**config.mk**
```make
export PLATFORM = sky130hd
export DESIGN_NAME = scaled_system_counter_top_flat
export DESIGN_NICKNAME = d
export VERILOG_FILES = /design/src/rtl/core/ssc_pkg.sv /design/src/rtl/core/ssc_if.sv /design/src/rtl/core/ssc_serial_unit.sv /design/src/rtl/core/scaled_system_counter_top.sv /design/src/flat_wrapper.sv
export SDC_FILE = /design/constraint.sdc
export NUM_CORES = 2
export LEC_CHECK = 0
export BUFFER_PORTS_ARGS = -buffer_cell sky130_fd_sc_hd__buf_2
export CAP_MARGIN = 40
export CORE_MARGIN = 5
export CORE_UTILIZATION = 60
export CTS_CLUSTER_SIZE = 8
export DETAILED_ROUTE_END_ITERATION = 6
export PLACE_DENSITY_LB_ADDON = 0.15
export SLEW_MARGIN = 20
export SYNTH_ARGS = -nofsm -noshare
export SYNTH_HDL_FRONTEND = slang
export SYNTH_SLANG_ARGS = --single-unit
```
**constraint.sdc**
```tcl
create_clock -name clk -period 21.8 [get_ports clk]
set_input_delay 4.36 -clock clk [delete_from_list [all_inputs] [get_ports clk]]
set_output_delay 4.36 -clock clk [all_outputs]
set_load 0.02 [all_outputs]
```
**src/rtl/core/ssc_pkg.sv**
```systemverilog
// shared types and constants for the scaled system counter
package ssc_pkg;

	localparam int unsigned WIDE_W = 128;
	localparam int unsigned DIV_W = 32;
	localparam int unsigned CNT_W = 7;

	localparam logic [31:0] NANOS_PER_SEC = 32'd1000000000;
	localparam logic [62:0] TIME_MAX = 63'h7FFF_FFFF_FFFF_FFFF;
	localparam logic [31:0] RESET_INCREMENT = 32'd16777216;

	localparam logic [1:0] CFG_FREQ = 2'd0;
	localparam logic [1:0] CFG_INCREMENT = 2'd1;
	localparam logic [1:0] CFG_ENABLE = 2'd2;

	typedef enum logic {
		OP_MUL,
		OP_DIV
	} unit_op_t;

	typedef struct packed {
		logic start;
		unit_op_t op;
		logic [WIDE_W-1:0] a;
		logic [DIV_W-1:0] b;
	} unit_req_t;

	typedef struct packed {
		logic done;
		logic [WIDE_W-1:0] result;
		logic [DIV_W-1:0] rem;
	} unit_rsp_t;

endpackage

```
**src/rtl/core/ssc_if.sv**
```systemverilog
// channel interfaces for items, results and configuration writes
interface ssc_item_if;
	logic valid;
	logic ready;
	logic mode;
	logic [62:0] time_ns;
	logic [63:0] target_cnt;
	modport source (output valid, mode, time_ns, target_cnt, input ready);
	modport sink (input valid, mode, time_ns, target_cnt, output ready);
endinterface

interface ssc_result_if #(parameter int FRAC_W = 24);
	logic valid;
	logic ready;
	logic [63:0] count;
	logic [FRAC_W-1:0] fraction;
	logic [62:0] deadline_time;
	logic deadline_found;
	logic error;
	modport source (output valid, count, fraction, deadline_time, deadline_found, error,
		input ready);
	modport sink (input valid, count, fraction, deadline_time, deadline_found, error,
		output ready);
endinterface

interface ssc_cfg_if;
	logic valid;
	logic ready;
	logic [1:0] index;
	logic [31:0] data;
	modport source (output valid, index, data, input ready);
	modport sink (input valid, index, data, output ready);
endinterface

```
**src/rtl/core/ssc_serial_unit.sv**
```systemverilog
// bit-serial shift-add multiplier and restoring divider, 128 by 32 bits
module ssc_serial_unit (
	input logic clk,
	input logic arst_n,
	input ssc_pkg::unit_req_t req,
	output ssc_pkg::unit_rsp_t rsp
);
	import ssc_pkg::*;

	logic [WIDE_W-1:0] acc_q;
	logic [WIDE_W-1:0] mc_q;
	logic [DIV_W-1:0] mp_q;
	logic [DIV_W-1:0] rem_q;
	logic [CNT_W-1:0] cnt_q;
	logic busy_q;
	logic done_q;
	unit_op_t op_q;

	logic [DIV_W:0] trial;
	logic ge;

	assign trial = {rem_q, acc_q[WIDE_W-1]};
	assign ge = trial >= {1'b0, mp_q};

	always_ff @(posedge clk or negedge arst_n) begin
		if (!arst_n) begin
			busy_q <= 1'b0;
			done_q <= 1'b0;
			cnt_q <= '0;
		end else begin
			done_q <= 1'b0;
			if (req.start) begin
				busy_q <= 1'b1;
				op_q <= req.op;
				mp_q <= req.b;
				mc_q <= req.a;
				rem_q <= '0;
				if (req.op == OP_MUL) begin
					acc_q <= '0;
					cnt_q <= CNT_W'(DIV_W - 1);
				end else begin
					acc_q <= req.a;
					cnt_q <= CNT_W'(WIDE_W - 1);
				end
			end else if (busy_q) begin
				if (op_q == OP_MUL) begin
					// one multiplier bit per cycle, multiplicand walks left
					if (mp_q[0])
						acc_q <= acc_q + mc_q;
					mc_q <= {mc_q[WIDE_W-2:0], 1'b0};
					mp_q <= {1'b0, mp_q[DIV_W-1:1]};
				end else begin
					rem_q <= ge ? DIV_W'(trial - {1'b0, mp_q}) : trial[DIV_W-1:0];
					acc_q <= {acc_q[WIDE_W-2:0], ge};
				end
				cnt_q <= cnt_q - 1'b1;
				if (cnt_q == '0) begin
					busy_q <= 1'b0;
					done_q <= 1'b1;
				end
			end
		end
	end

	assign rsp.done = done_q;
	assign rsp.result = acc_q;
	assign rsp.rem = rem_q;
endmodule

```
**src/rtl/core/scaled_system_counter_top.sv**
```systemverilog
// scaled system counter: timestamp-driven fixed-point count with deadline search
//
// item channel: one transaction per access, carrying mode, time_ns and target_cnt.
// result channel: one transaction per item with count, fraction, deadline fields and
// error. cfg channel: register writes (frequency, increment, enable), always ready,
// to be issued only while no item is in flight.
// all arithmetic runs on one shared bit-serial unit, one bit per cycle. a mode 0
// item multiplies by frequency, divides by 1e9 and, while counting, multiplies by
// increment; mode 1 may add two divides, one multiply and a second advance for
// the verify pass. an item whose timestamp precedes the anchor goes straight to
// the output state with error set. a new item is taken once the previous one has
// its result in the output register; if the receiver stalls, a second finished
// result waits inside until that register frees. reset clears the count, anchor
// and remainder, sets frequency 0, increment 1.0 and enable 0.
module scaled_system_counter_top #(
	parameter int FRACTION_BITS = 24
) (
	input logic clk,
	input logic arst_n,
	ssc_item_if.sink item,
	ssc_result_if.source result,
	ssc_cfg_if.sink cfg
);
	import ssc_pkg::*;

	localparam int VW = 64 + FRACTION_BITS;

	typedef enum logic [3:0] {
		ST_IDLE,
		ST_ADV_MUL,
		ST_ADV_DIV,
		ST_ADV_INC,
		ST_ADV_WB,
		ST_DL_CHECK,
		ST_DL_DIV1,
		ST_DL_MUL,
		ST_DL_DIV2,
		ST_DL_CMP,
		ST_OUTPUT
	} state_t;

	state_t state_q;
	unit_req_t req_q;
	unit_rsp_t rsp;

	logic [31:0] freq_q;
	logic [31:0] inc_q;
	logic enable_q;

	logic [63:0] int_q;
	logic [FRACTION_BITS-1:0] frac_q;
	logic [62:0] anchor_q;
	logic [29:0] trem_q;

	logic mode_q;
	logic [62:0] t_q;
	logic [63:0] target_q;
	logic [62:0] adv_t_q;
	logic verify_q;
	logic [29:0] new_rem_q;
	logic [VW-1:0] value_q;
	logic [WIDE_W-1:0] elapsed_q;

	logic [63:0] res_count_q;
	logic [FRACTION_BITS-1:0] res_frac_q;
	logic [62:0] res_dl_q;
	logic res_found_q;
	logic res_err_q;

	logic out_valid_q;
	logic [63:0] out_count_q;
	logic [FRACTION_BITS-1:0] out_frac_q;
	logic [62:0] out_dl_q;
	logic out_found_q;
	logic out_err_q;

	logic counting;
	logic [63:0] delta;
	logic [63:0] remaining;
	logic [63:0] value_int;

	ssc_serial_unit u_unit (
		.clk (clk),
		.arst_n (arst_n),
		.req (req_q),
		.rsp (rsp)
	);

	assign counting = enable_q && (inc_q != '0);
	assign delta = target_q - int_q;
	assign value_int = value_q[VW-1:FRACTION_BITS];
	assign remaining = target_q - value_int;

	assign cfg.ready = 1'b1;
	assign item.ready = (state_q == ST_IDLE);

	always_ff @(posedge clk or negedge arst_n) begin
		if (!arst_n) begin
			freq_q <= '0;
			inc_q <= RESET_INCREMENT;
			enable_q <= 1'b0;
		end else if (cfg.valid) begin
			case (cfg.index)
				CFG_FREQ: freq_q <= cfg.data;
				CFG_INCREMENT: inc_q <= cfg.data;
				CFG_ENABLE: enable_q <= cfg.data[0];
				default: ;
			endcase
		end
	end

	always_ff @(posedge clk or negedge arst_n) begin
		if (!arst_n) begin
			state_q <= ST_IDLE;
			req_q <= '0;
			int_q <= '0;
			frac_q <= '0;
			anchor_q <= '0;
			trem_q <= '0;
			verify_q <= 1'b0;
			out_valid_q <= 1'b0;
		end else begin
			if (result.valid && result.ready && state_q != ST_OUTPUT)
				out_valid_q <= 1'b0;
			case (state_q)
				ST_IDLE: begin
					if (item.valid) begin
						mode_q <= item.mode;
						t_q <= item.time_ns;
						target_q <= item.target_cnt;
						res_count_q <= '0;
						res_frac_q <= '0;
						res_dl_q <= '0;
						res_found_q <= 1'b0;
						if (item.time_ns < anchor_q) begin
							res_err_q <= 1'b1;
							state_q <= ST_OUTPUT;
						end else begin
							res_err_q <= 1'b0;
							adv_t_q <= item.time_ns;
							verify_q <= 1'b0;
							req_q <= '{start: 1'b1, op: OP_MUL,
								a: WIDE_W'(item.time_ns - anchor_q), b: freq_q};
							state_q <= ST_ADV_MUL;
						end
					end
				end
				ST_ADV_MUL: begin
					if (rsp.done) begin
						req_q <= '{start: 1'b1, op: OP_DIV,
							a: rsp.result + WIDE_W'(trem_q), b: NANOS_PER_SEC};
						state_q <= ST_ADV_DIV;
					end else begin
						req_q.start <= 1'b0;
					end
				end
				ST_ADV_DIV: begin
					if (rsp.done) begin
						new_rem_q <= rsp.rem[29:0];
						if (counting) begin
							req_q <= '{start: 1'b1, op: OP_MUL, a: rsp.result, b: inc_q};
							state_q <= ST_ADV_INC;
						end else begin
							value_q <= {int_q, frac_q};
							state_q <= ST_ADV_WB;
						end
					end else begin
						req_q.start <= 1'b0;
					end
				end
				ST_ADV_INC: begin
					if (rsp.done) begin
						value_q <= {int_q, frac_q} + rsp.result[VW-1:0];
						state_q <= ST_ADV_WB;
					end else begin
						req_q.start <= 1'b0;
					end
				end
				ST_ADV_WB: begin
					if (!verify_q) begin
						int_q <= value_int;
						frac_q <= value_q[FRACTION_BITS-1:0];
						anchor_q <= adv_t_q;
						trem_q <= new_rem_q;
						res_count_q <= value_int;
						res_frac_q <= value_q[FRACTION_BITS-1:0];
						state_q <= mode_q ? ST_DL_CHECK : ST_OUTPUT;
					end else begin
						// verify pass: count at the candidate must have reached the target
						if (remaining == '0 || remaining[63]) begin
							res_found_q <= 1'b1;
							res_dl_q <= adv_t_q;
						end
						state_q <= ST_OUTPUT;
					end
				end
				ST_DL_CHECK: begin
					if (!counting) begin
						state_q <= ST_OUTPUT;
					end else if (delta == '0 || delta[63]) begin
						res_found_q <= 1'b1;
						res_dl_q <= t_q;
						state_q <= ST_OUTPUT;
					end else if (freq_q == '0) begin
						state_q <= ST_OUTPUT;
					end else begin
						req_q <= '{start: 1'b1, op: OP_DIV,
							a: (WIDE_W'(delta) << FRACTION_BITS) - WIDE_W'(frac_q), b: inc_q};
						state_q <= ST_DL_DIV1;
					end
				end
				ST_DL_DIV1: begin
					if (rsp.done) begin
						// ceiling of ticks needed
						req_q <= '{start: 1'b1, op: OP_MUL,
							a: rsp.result + WIDE_W'(rsp.rem != '0), b: NANOS_PER_SEC};
						state_q <= ST_DL_MUL;
					end else begin
						req_q.start <= 1'b0;
					end
				end
				ST_DL_MUL: begin
					if (rsp.done) begin
						req_q <= '{start: 1'b1, op: OP_DIV,
							a: rsp.result - WIDE_W'(trem_q), b: freq_q};
						state_q <= ST_DL_DIV2;
					end else begin
						req_q.start <= 1'b0;
					end
				end
				ST_DL_DIV2: begin
					if (rsp.done) begin
						elapsed_q <= rsp.result + WIDE_W'(rsp.rem != '0);
						state_q <= ST_DL_CMP;
					end else begin
						req_q.start <= 1'b0;
					end
				end
				ST_DL_CMP: begin
					if (elapsed_q > WIDE_W'(TIME_MAX - t_q)) begin
						state_q <= ST_OUTPUT;
					end else begin
						// anchor now equals t_q, so elapsed time is the offset itself
						adv_t_q <= t_q + elapsed_q[62:0];
						verify_q <= 1'b1;
						req_q <= '{start: 1'b1, op: OP_MUL,
							a: WIDE_W'(elapsed_q[62:0]), b: freq_q};
						state_q <= ST_ADV_MUL;
					end
				end
				ST_OUTPUT: begin
					if (!out_valid_q || result.ready) begin
						out_valid_q <= 1'b1;
						out_count_q <= res_count_q;
						out_frac_q <= res_frac_q;
						out_dl_q <= res_dl_q;
						out_found_q <= res_found_q;
						out_err_q <= res_err_q;
						state_q <= ST_IDLE;
					end
				end
				default: state_q <= ST_IDLE;
			endcase
		end
	end

	assign result.valid = out_valid_q;
	assign result.count = out_count_q;
	assign result.fraction = out_frac_q;
	assign result.deadline_time = out_dl_q;
	assign result.deadline_found = out_found_q;
	assign result.error = out_err_q;

	a_unit_idle: assert property (@(posedge clk) disable iff (!arst_n)
		rsp.done |-> state_q != ST_IDLE)
		else $error("arithmetic unit finished with no item in flight");

	a_err_not_found: assert property (@(posedge clk) disable iff (!arst_n)
		result.valid && result.error |-> !result.deadline_found && result.count == '0)
		else $error("error result carries count or deadline");

	a_one_at_a_time: assert property (@(posedge clk) disable iff (!arst_n)
		item.valid && item.ready |=> !item.ready)
		else $error("second item taken while one is in flight");
endmodule

```
**src/flat_wrapper.sv**
```systemverilog
// flat-port wrapper written by rule: the top's interface ports become plain ports
module scaled_system_counter_top_flat import ssc_pkg::*;
#(
	parameter int FRACTION_BITS = 24
)
  (clk, arst_n, item_valid, item_mode, item_time_ns, item_target_cnt, item_ready, result_valid, result_count, result_fraction, result_deadline_time, result_deadline_found, result_error, result_ready, cfg_valid, cfg_index, cfg_data, cfg_ready);
  ssc_item_if item_i ();
  ssc_result_if #(.FRAC_W(24)) result_i ();
  ssc_cfg_if cfg_i ();
  input logic clk;
  input logic arst_n;
  input wire logic [$bits(item_i.valid)-1:0] item_valid;
  input wire logic [$bits(item_i.mode)-1:0] item_mode;
  input wire logic [$bits(item_i.time_ns)-1:0] item_time_ns;
  input wire logic [$bits(item_i.target_cnt)-1:0] item_target_cnt;
  output wire logic [$bits(item_i.ready)-1:0] item_ready;
  output wire logic [$bits(result_i.valid)-1:0] result_valid;
  output wire logic [$bits(result_i.count)-1:0] result_count;
  output wire logic [$bits(result_i.fraction)-1:0] result_fraction;
  output wire logic [$bits(result_i.deadline_time)-1:0] result_deadline_time;
  output wire logic [$bits(result_i.deadline_found)-1:0] result_deadline_found;
  output wire logic [$bits(result_i.error)-1:0] result_error;
  input wire logic [$bits(result_i.ready)-1:0] result_ready;
  input wire logic [$bits(cfg_i.valid)-1:0] cfg_valid;
  input wire logic [$bits(cfg_i.index)-1:0] cfg_index;
  input wire logic [$bits(cfg_i.data)-1:0] cfg_data;
  output wire logic [$bits(cfg_i.ready)-1:0] cfg_ready;
  assign item_i.valid = item_valid;
  assign item_i.mode = item_mode;
  assign item_i.time_ns = item_time_ns;
  assign item_i.target_cnt = item_target_cnt;
  assign item_ready = item_i.ready;
  assign result_valid = result_i.valid;
  assign result_count = result_i.count;
  assign result_fraction = result_i.fraction;
  assign result_deadline_time = result_i.deadline_time;
  assign result_deadline_found = result_i.deadline_found;
  assign result_error = result_i.error;
  assign result_i.ready = result_ready;
  assign cfg_i.valid = cfg_valid;
  assign cfg_i.index = cfg_index;
  assign cfg_i.data = cfg_data;
  assign cfg_ready = cfg_i.ready;
  scaled_system_counter_top #(.FRACTION_BITS(FRACTION_BITS)) u_core (.clk(clk), .arst_n(arst_n), .item(item_i), .result(result_i), .cfg(cfg_i));
endmodule
```
Yosys cells after proc, flatten, opt, wreduce, memory -nomap -nowiden
Cells that the tools add are included.
{ "totals": {"register_bits": 1487, "wordCells": 225} }
{ "op_classes": {"addsub": 13, "order_cmp": 3, "eq_ne": 35, "n_mux": 90, "bitwise": 1, "n_reduce_logical": 44} }
{ "op_table": {"columns": ["cell", "count"], "rows": [
  ["2-to-1 mux 162 bit", 7],
  ["one-hot mux 161 bit (7 select lines)", 1],
  ["2-to-1 mux 128 bit", 8],
  ["2-to-1 mux 161 bit", 4],
  ["2-to-1 mux 63 bit", 8],
  ["2-to-1 mux 88 bit", 3],
  ["2-to-1 mux 32 bit", 6],
  ["one-hot mux 63 bit (3 select lines)", 1],
  ["one-hot mux 88 bit (2 select lines)", 1],
  ["adder 128 x 1 -> 128 bit", 1],
  ["adder 128 bit", 1],
  ["adder 128 x 30 -> 128 bit", 1],
  ["greater-than comparator 128 bit", 1],
  ["logical NOT 64 bit", 2],
  ["2-to-1 mux 64 bit", 2],
  ["one-hot mux 64 bit (2 select lines)", 1],
  ["subtractor 128 x 30 -> 128 bit", 1],
  ["subtractor 64 bit", 2],
  ["one-hot mux 63 bit (2 select lines)", 1],
  ["subtractor 88 x 24 -> 89 bit", 1],
  ["adder 88 bit", 1],
  ["nonzero test 32 bit", 2],
  ["subtractor 63 x 63 -> 64 bit", 1],
  ["subtractor 63 x 63 -> 64 bit (first input constant)", 1],
  ["other kinds (47)", 128]
]} }

Logic depth before layout (Yosys ltp)
{ "depth": {"ltp_word": 6, "depth_mapped": 29} }

Modules after synthesis
A second synthesis with hierarchy kept.
{ "unflattened": {"hier_cells": 11465, "area_unflattened_um2": 104417.6} }
{ "modules_own_cells": {"columns": ["module", "n_inst", "cells_per_inst", "area_each_um2", "seq_area_each_um2"], "rows": [
  ["scaled_system_counter_top", 1, 8731, 79443.7, 32672.6],
  ["ssc_serial_unit", 1, 2734, 24974.0, 9864.5]
]} }

Worst setup path before layout
Ideal clock, no wire load.
{ "synth_path": {"path_type": "in2reg", "from": "input port arst_n", "to": "register u_core.elapsed_q[0], enable pin", "setup_time_ns": 0.929, "t_arrival_ns": 16.490, "required_ns": 20.871, "slack_ns": 4.381, "path_stages": 2, "path_buffers": 0, "path_cell_list": "nand2_1 -> nor4_1"} }
{ "synth_between": {"elab_chain_cells": 1} }
{ "synth_lines": {"columns": ["item", "line_no", "text"], "rows": [
  ["from (decl)", "flat_wrapper.sv:11", "input logic arst_n;"],
  ["AND reduction 3 bit (no line)", null, null],
  ["to (signal assigned)", "scaled_system_counter_top.sv:233", "elapsed_q <= rsp.result + WIDE_W'(rsp.rem != '0);"],
  ["to (decl)", "scaled_system_counter_top.sv:62", "logic [WIDE_W-1:0] elapsed_q;"]
]} }
Every way passes these cells.
A chain may end at the register's enable or synchronous reset.

Worst setup path after layout
{ "layout_path": {"from": "input port item_time_ns[0]", "to": "register u_core.req_q[97] in the netlist's numbering"} }
{ "layout_between": {"elab_chain_cells": 4, "elab_cells_between_ends": 7, "cone_classes": "add/sub: 1; order compare: 1; eq/ne: 1; mux: 3; reduce/logical: 1"} }
{ "layout_lines": {"columns": ["item", "line_no", "text"], "rows": [
  ["from (decl)", "flat_wrapper.sv:14", "input wire logic [$bits(item_i.time_ns)-1:0] item_time_ns;"],
  ["subtractor 63 x 63 -> 64 bit", "scaled_system_counter_top.sv:143", "a: WIDE_W'(item.time_ns - anchor_q), b: freq_q};"],
  ["2-to-1 mux 162 bit", "scaled_system_counter_top.sv:135", "if (item.time_ns < anchor_q) begin"],
  ["2-to-1 mux 162 bit", "scaled_system_counter_top.sv:127", "if (item.valid) begin"],
  ["one-hot mux 161 bit (7 select lines)", "scaled_system_counter_top.sv:125", "case (state_q)"],
  ["to (signal assigned)", "scaled_system_counter_top.sv:142", "req_q <= '{start: 1'b1, op: OP_MUL,"],
  ["to (signal assigned)", "scaled_system_counter_top.sv:150", "req_q <= '{start: 1'b1, op: OP_DIV,"],
  ["to (signal assigned)", "scaled_system_counter_top.sv:161", "req_q <= '{start: 1'b1, op: OP_MUL, a: rsp.result, b: inc_q};"],
  ["to (decl)", "scaled_system_counter_top.sv:43", "unit_req_t req_q;"]
]} }
Parallel ways exist; a longest one is shown, timed or not. The select of a mux whose other input is x is not followed.

==> impl_metrics.toml <==
[critical_path]
crit_required_ns = 22.50
r2r_cells = 22
critical_path.endpoint_type = "flip-flop"
rr_startpoint = "u_core.state_q[2]"
slowest_stage = "sky130_fd_sc_hd__o2111a_4"
timing.critical_path.arrival_ns = 11.00
timing.critical_path.cells = "buf_2 -> inv_1 -> ha_1 -> fa_1 -> nor2b_1 -> o21ai_0 -> a21boi_0 -> o22ai_1 -> o31a_1 -> o21ai_0 -> buf_2 -> a22oi_1 -> nor2_1 -> o22ai_1 -> o31ai_1 -> a31oi_1 -> buf_4 -> o21ai_0 -> o2111a_4 -> buf_12 -> o21ai_1 -> o32a_1"
critical-path-max-stage-delay_ns = 0.80
worst-path-max-fanout = 190
timing.setup.critical_path_class = "input pin to flip-flop"
timing.reg2reg.setup_slack_ns = 13.58
crit-reg2reg-capture = "u_core.req_q[157]"
cp.buffers_inverters = 5
crit_top_cell = "sky130_fd_sc_hd__o21ai_0"
cp-start-kind = "input pin"
critical-path-top-delay-family = "compound AO/OA/AOI/OAI gates"

[global_routing]
grt.total_usage_pct = 40.2
gr-total-overflow = 0
grt_first_pass_wirelength_um = 550000
number_of_antenna_violations_at_the_first_check_in_global_routing = 21
number_of_global_route_vias_before_repair = 86426
grt_max_degree = 191

[finish]
area_growth_pct = 9.75
stdcell_area_um2 = 112000
fin_nets = 11849
proportion_of_layout_cells_with_a_drive_suffix_above_1_pct = 9.28

[place]
gp_routability_congestion = 1.03
post-place-ws_ns = 10.54
detailed_placer_s_ending_hpwl_um = 283000
instance_area_at_placement_um2 = 105000
placement.io_buffers = 321

[floorplan]
fp.dieW_um = 422
top_level_ports = 323
floorplan.initialDensity_pct = 60.2
core.rowCount = 151
fp.coreArea_um2 = 169000
fp.dieH_um = 422
die_area_um2 = 178000

[power]
power.density_cell_area_nw_per_um2 = 177
cellLeakagePower_nw = 45.5
p_total_mw = 19.8
max-vdd-ir-drop_mv = 0.158

[detailed_routing]
drc_errors = 2
postRouteAntennaNets = 0
totalWireLength_um = 372000
dr_pass1_iterations = 7
via_count = 91579
routedWlPerCell_um = 27.7
drt_first_iter_violations = 12606
detail_route.vias_per_cell = 6.81

[status]
violations = "design-rule violations"
run_status = "complete, but fails checks"

[timing]
fin_crit_sh_pct = 47.3
worst-slew-pin-transition_ns = 1.35
setup_viols_final = 0
period_minus_slack_ns = 10.30
skew_ns = 0.0604
fmax_mhz = 97.1
final-hold-violation-count = 0
unrepaired_setup_endpoints_after_global_routing = "no"
timing.setup.tns_ns = 0
report.final.slew_viol_count = 0
finalWorstSetupSlack_ns = 11.50
max_slew_margin_pct = 9.75

[synthesis]
synth_top_family_by_area = "compound AO/OA/AOI/OAI gates"
synthDistinctLibCells = 102
synth_edf_count = 1064
async_reset_ff_share_pct = 28.4
post_synth_xor_area_fraction_pct = 7.19
synth.mux.area_fraction_pct = 2.54
synth_compound_area_share_pct = 21.9
yosys.area_share.simple_pct = 14.6
yosysSeqAreaShare_pct = 41.7
synth.cell_area_um2 = 102000
netlist_instances = 10942
synth_flop_cell = "sky130_fd_sc_hd__edfxtp_1"
post_synth_fa_ha_maj_area_fraction_pct = 7.92
postSynthRegisterBits = 1487
synth.avg_cell_area_um2 = 9.32
ys_warn_count = 0
syn_nets = 11750

[clocking]
ctsHoldBuffers = 0
clock_path_buffers = 3
clock_sink_count = 1487
cts_resized = 0
worstSkewPairLatency_ns = 0.88
htreeDepth = 4
post-cts-setup-buffers = 0
cts_root_buffer = "sky130_fd_sc_hd__clkbuf_16"
cts.clk_slew.worst_paths_ns = 0.06
numCtsBuffers = 207
cts_tree = "built"

[worst_hold_path]
hp-start = "u_core.res_dl_q[36]"
hold_class = "flip-flop to flip-flop"
endpoint_of_the_worst_hold_path = "u_core.result.deadline_time[36]"
holdPathStages = 0

[run]
drv.max_cap_violation_count = 0
-- worst reg2reg max path: stages, from the launching register on --
cell and delay (ns):
sky130_fd_sc_hd__dfrtp_2 0.91, sky130_fd_sc_hd__inv_1 0.11, sky130_fd_sc_hd__buf_4 0.31, sky130_fd_sc_hd__nor2_1 0.32, sky130_fd_sc_hd__and3_1 0.53, sky130_fd_sc_hd__nor2_1 0.14, sky130_fd_sc_hd__xnor2_1 0.15, sky130_fd_sc_hd__ha_1 0.36
sky130_fd_sc_hd__and3_1 0.26, sky130_fd_sc_hd__a21boi_0 0.26, sky130_fd_sc_hd__a41o_1 0.17, sky130_fd_sc_hd__o211a_1 0.21, sky130_fd_sc_hd__o21ai_0 0.25, sky130_fd_sc_hd__a2111o_1 0.48, sky130_fd_sc_hd__a21oi_1 0.49, sky130_fd_sc_hd__a31oi_1 0.43
sky130_fd_sc_hd__o31a_1 0.48, sky130_fd_sc_hd__o21ai_0 0.68, sky130_fd_sc_hd__a21oi_1 0.30, sky130_fd_sc_hd__o21ai_0 0.47, sky130_fd_sc_hd__nor2_1 0.10, sky130_fd_sc_hd__nor4_1 0.49, sky130_fd_sc_hd__a31oi_1 0.15
-- where the power goes --
group | total [mW] | internal (mW) | switching [mW]
Clock | 3.09 | 1.81 | 1.29
Sequential | 5.39 | 4.17 | 1.22
Combinational | 11.3 | 4.07 | 7.26
Total | 19.8 | 10.0 | 9.77
-- layout by cell type, fill, tap and decap left out, drive strengths merged, types with 371 or more instances in the layout --
cell       n
a21o     468
o21ai    954
xnor2    515
dfrtp    422
nand2   1160
a21oi    939
buf      484
nor2     760
ha       633
edfxtp  1064
clkbuf   371
inv      455
-- registers in the layout (all words and copies together), names as in the netlist, 63 cells and up --
signal and count:
u_core.adv_t_q 63, u_core.anchor_q 63, u_core.elapsed_q 128, u_core.int_q 64
u_core.req_q 162, u_core.res_count_q 64, u_core.res_dl_q 63, u_core.result.count 64
u_core.result.deadline_time 63, u_core.t_q 63, u_core.target_q 64, u_core.u_unit.acc_q 128
u_core.u_unit.mc_q 128, u_core.value_q 88
-- synthesized netlist by cell type (31+ instances only) --
library cell	instances	area share [%]
sky130_fd_sc_hd__mux2_2	195	2.2
sky130_fd_sc_hd__clkbuf_1	527	1.9
sky130_fd_sc_hd__a22o_1	67	0.58
sky130_fd_sc_hd__a21oi_1	936	4.6
sky130_fd_sc_hd__o21ai_0	925	4.5
sky130_fd_sc_hd__a31oi_1	122	0.75
sky130_fd_sc_hd__o31ai_1	44	0.32
sky130_fd_sc_hd__nand2b_1	81	0.50
sky130_fd_sc_hd__a21boi_0	33	0.24
sky130_fd_sc_hd__nor2b_1	83	0.51
sky130_fd_sc_hd__or3_1	44	0.27
sky130_fd_sc_hd__xnor2_1	515	4.4
sky130_fd_sc_hd__o211ai_1	49	0.36
sky130_fd_sc_hd__a222oi_1	55	0.54
sky130_fd_sc_hd__or2_2	32	0.20
sky130_fd_sc_hd__ha_1	633	7.8
sky130_fd_sc_hd__a21o_1	468	3.4
sky130_fd_sc_hd__nor4_1	108	0.66
sky130_fd_sc_hd__o21bai_1	124	0.91
sky130_fd_sc_hd__a211oi_1	85	0.63
sky130_fd_sc_hd__and2_1	76	0.47
sky130_fd_sc_hd__nand4_1	225	1.4
sky130_fd_sc_hd__nand2_1	1160	4.3
sky130_fd_sc_hd__o221ai_1	34	0.29
sky130_fd_sc_hd__dfrtp_1	422	10
sky130_fd_sc_hd__xor2_1	322	2.8
sky130_fd_sc_hd__nor3_1	154	0.76
sky130_fd_sc_hd__and3_1	102	0.63
sky130_fd_sc_hd__o21a_1	87	0.64
sky130_fd_sc_hd__inv_1	451	1.7
sky130_fd_sc_hd__nand3_1	225	1.1
sky130_fd_sc_hd__a221oi_1	75	0.64
sky130_fd_sc_hd__a22oi_1	99	0.73
sky130_fd_sc_hd__edfxtp_1	1064	31
sky130_fd_sc_hd__nor2_1	760	2.8
sky130_fd_sc_hd__o22ai_1	31	0.19
-- final cells by class --
class | count | area [um^2]
multi-input cells | 8406 | 55500
fillers | 13506 | 57400
clock buffers | 368 | 5880
inverters | 451 | 1690
repair buffers | 488 | 3200
clock inverters | 16 | 255
flip-flops and latches | 1487 | 42500
diodes | 17 | 42.5
well taps | 2218 | 2780
-- worst max path at each step --
stage,depth (start not counted),slack [ns],to,startpoint
6_report,22,11.50,u_core.req_q[97],item_time_ns[0]
5_1_grt,22,11.23,u_core.req_q[97],item_time_ns[0]
4_1_cts,21,11.42,u_core.req_q[109],item_time_ns[0]
3_5_place_dp,21,10.54,u_core.req_q[99],item_time_ns[0]
3_3_place_gp,21,10.80,u_core.req_q[99],item_time_ns[0]
2_1_floorplan,2,4.38,u_core.elapsed_q[0],arst_n
-- metal layers --
metal	track usage, %	wire length [um]	up-vias
li1	-	-	40818
met1	54.9	148000	43922
met2	59.7	158000	5780
met3	10.5	43900	1047
met4	19.7	21500	12
met5	0	88	-
-- kinds of logic after synthesis --
kind of cell             after synthesis
AO/OA/AOI/OAI                       3514
XOR/XNOR                             837
adder cells (fa/ha/maj)              641
buffers and inverters               1049
flip-flops                          1487
multiplexers                         231
other                                  1
AND/OR/NAND/NOR                     3182
-- through the flow --
step | hold slack [ns] | std cells | util [%]
final | 0.407 | 13451 | 66.1
after global routing | 0.415 | 13434 | 66.1
after CTS | 0.411 | 13418 | 65.9
after detailed placement | 0.405 | 13034 | 62.3
after global placement | 0.400 | 12993 | 62.0
after floorplan | 0.400 | 10942 | -
Power figures use the tool's default switching activity.
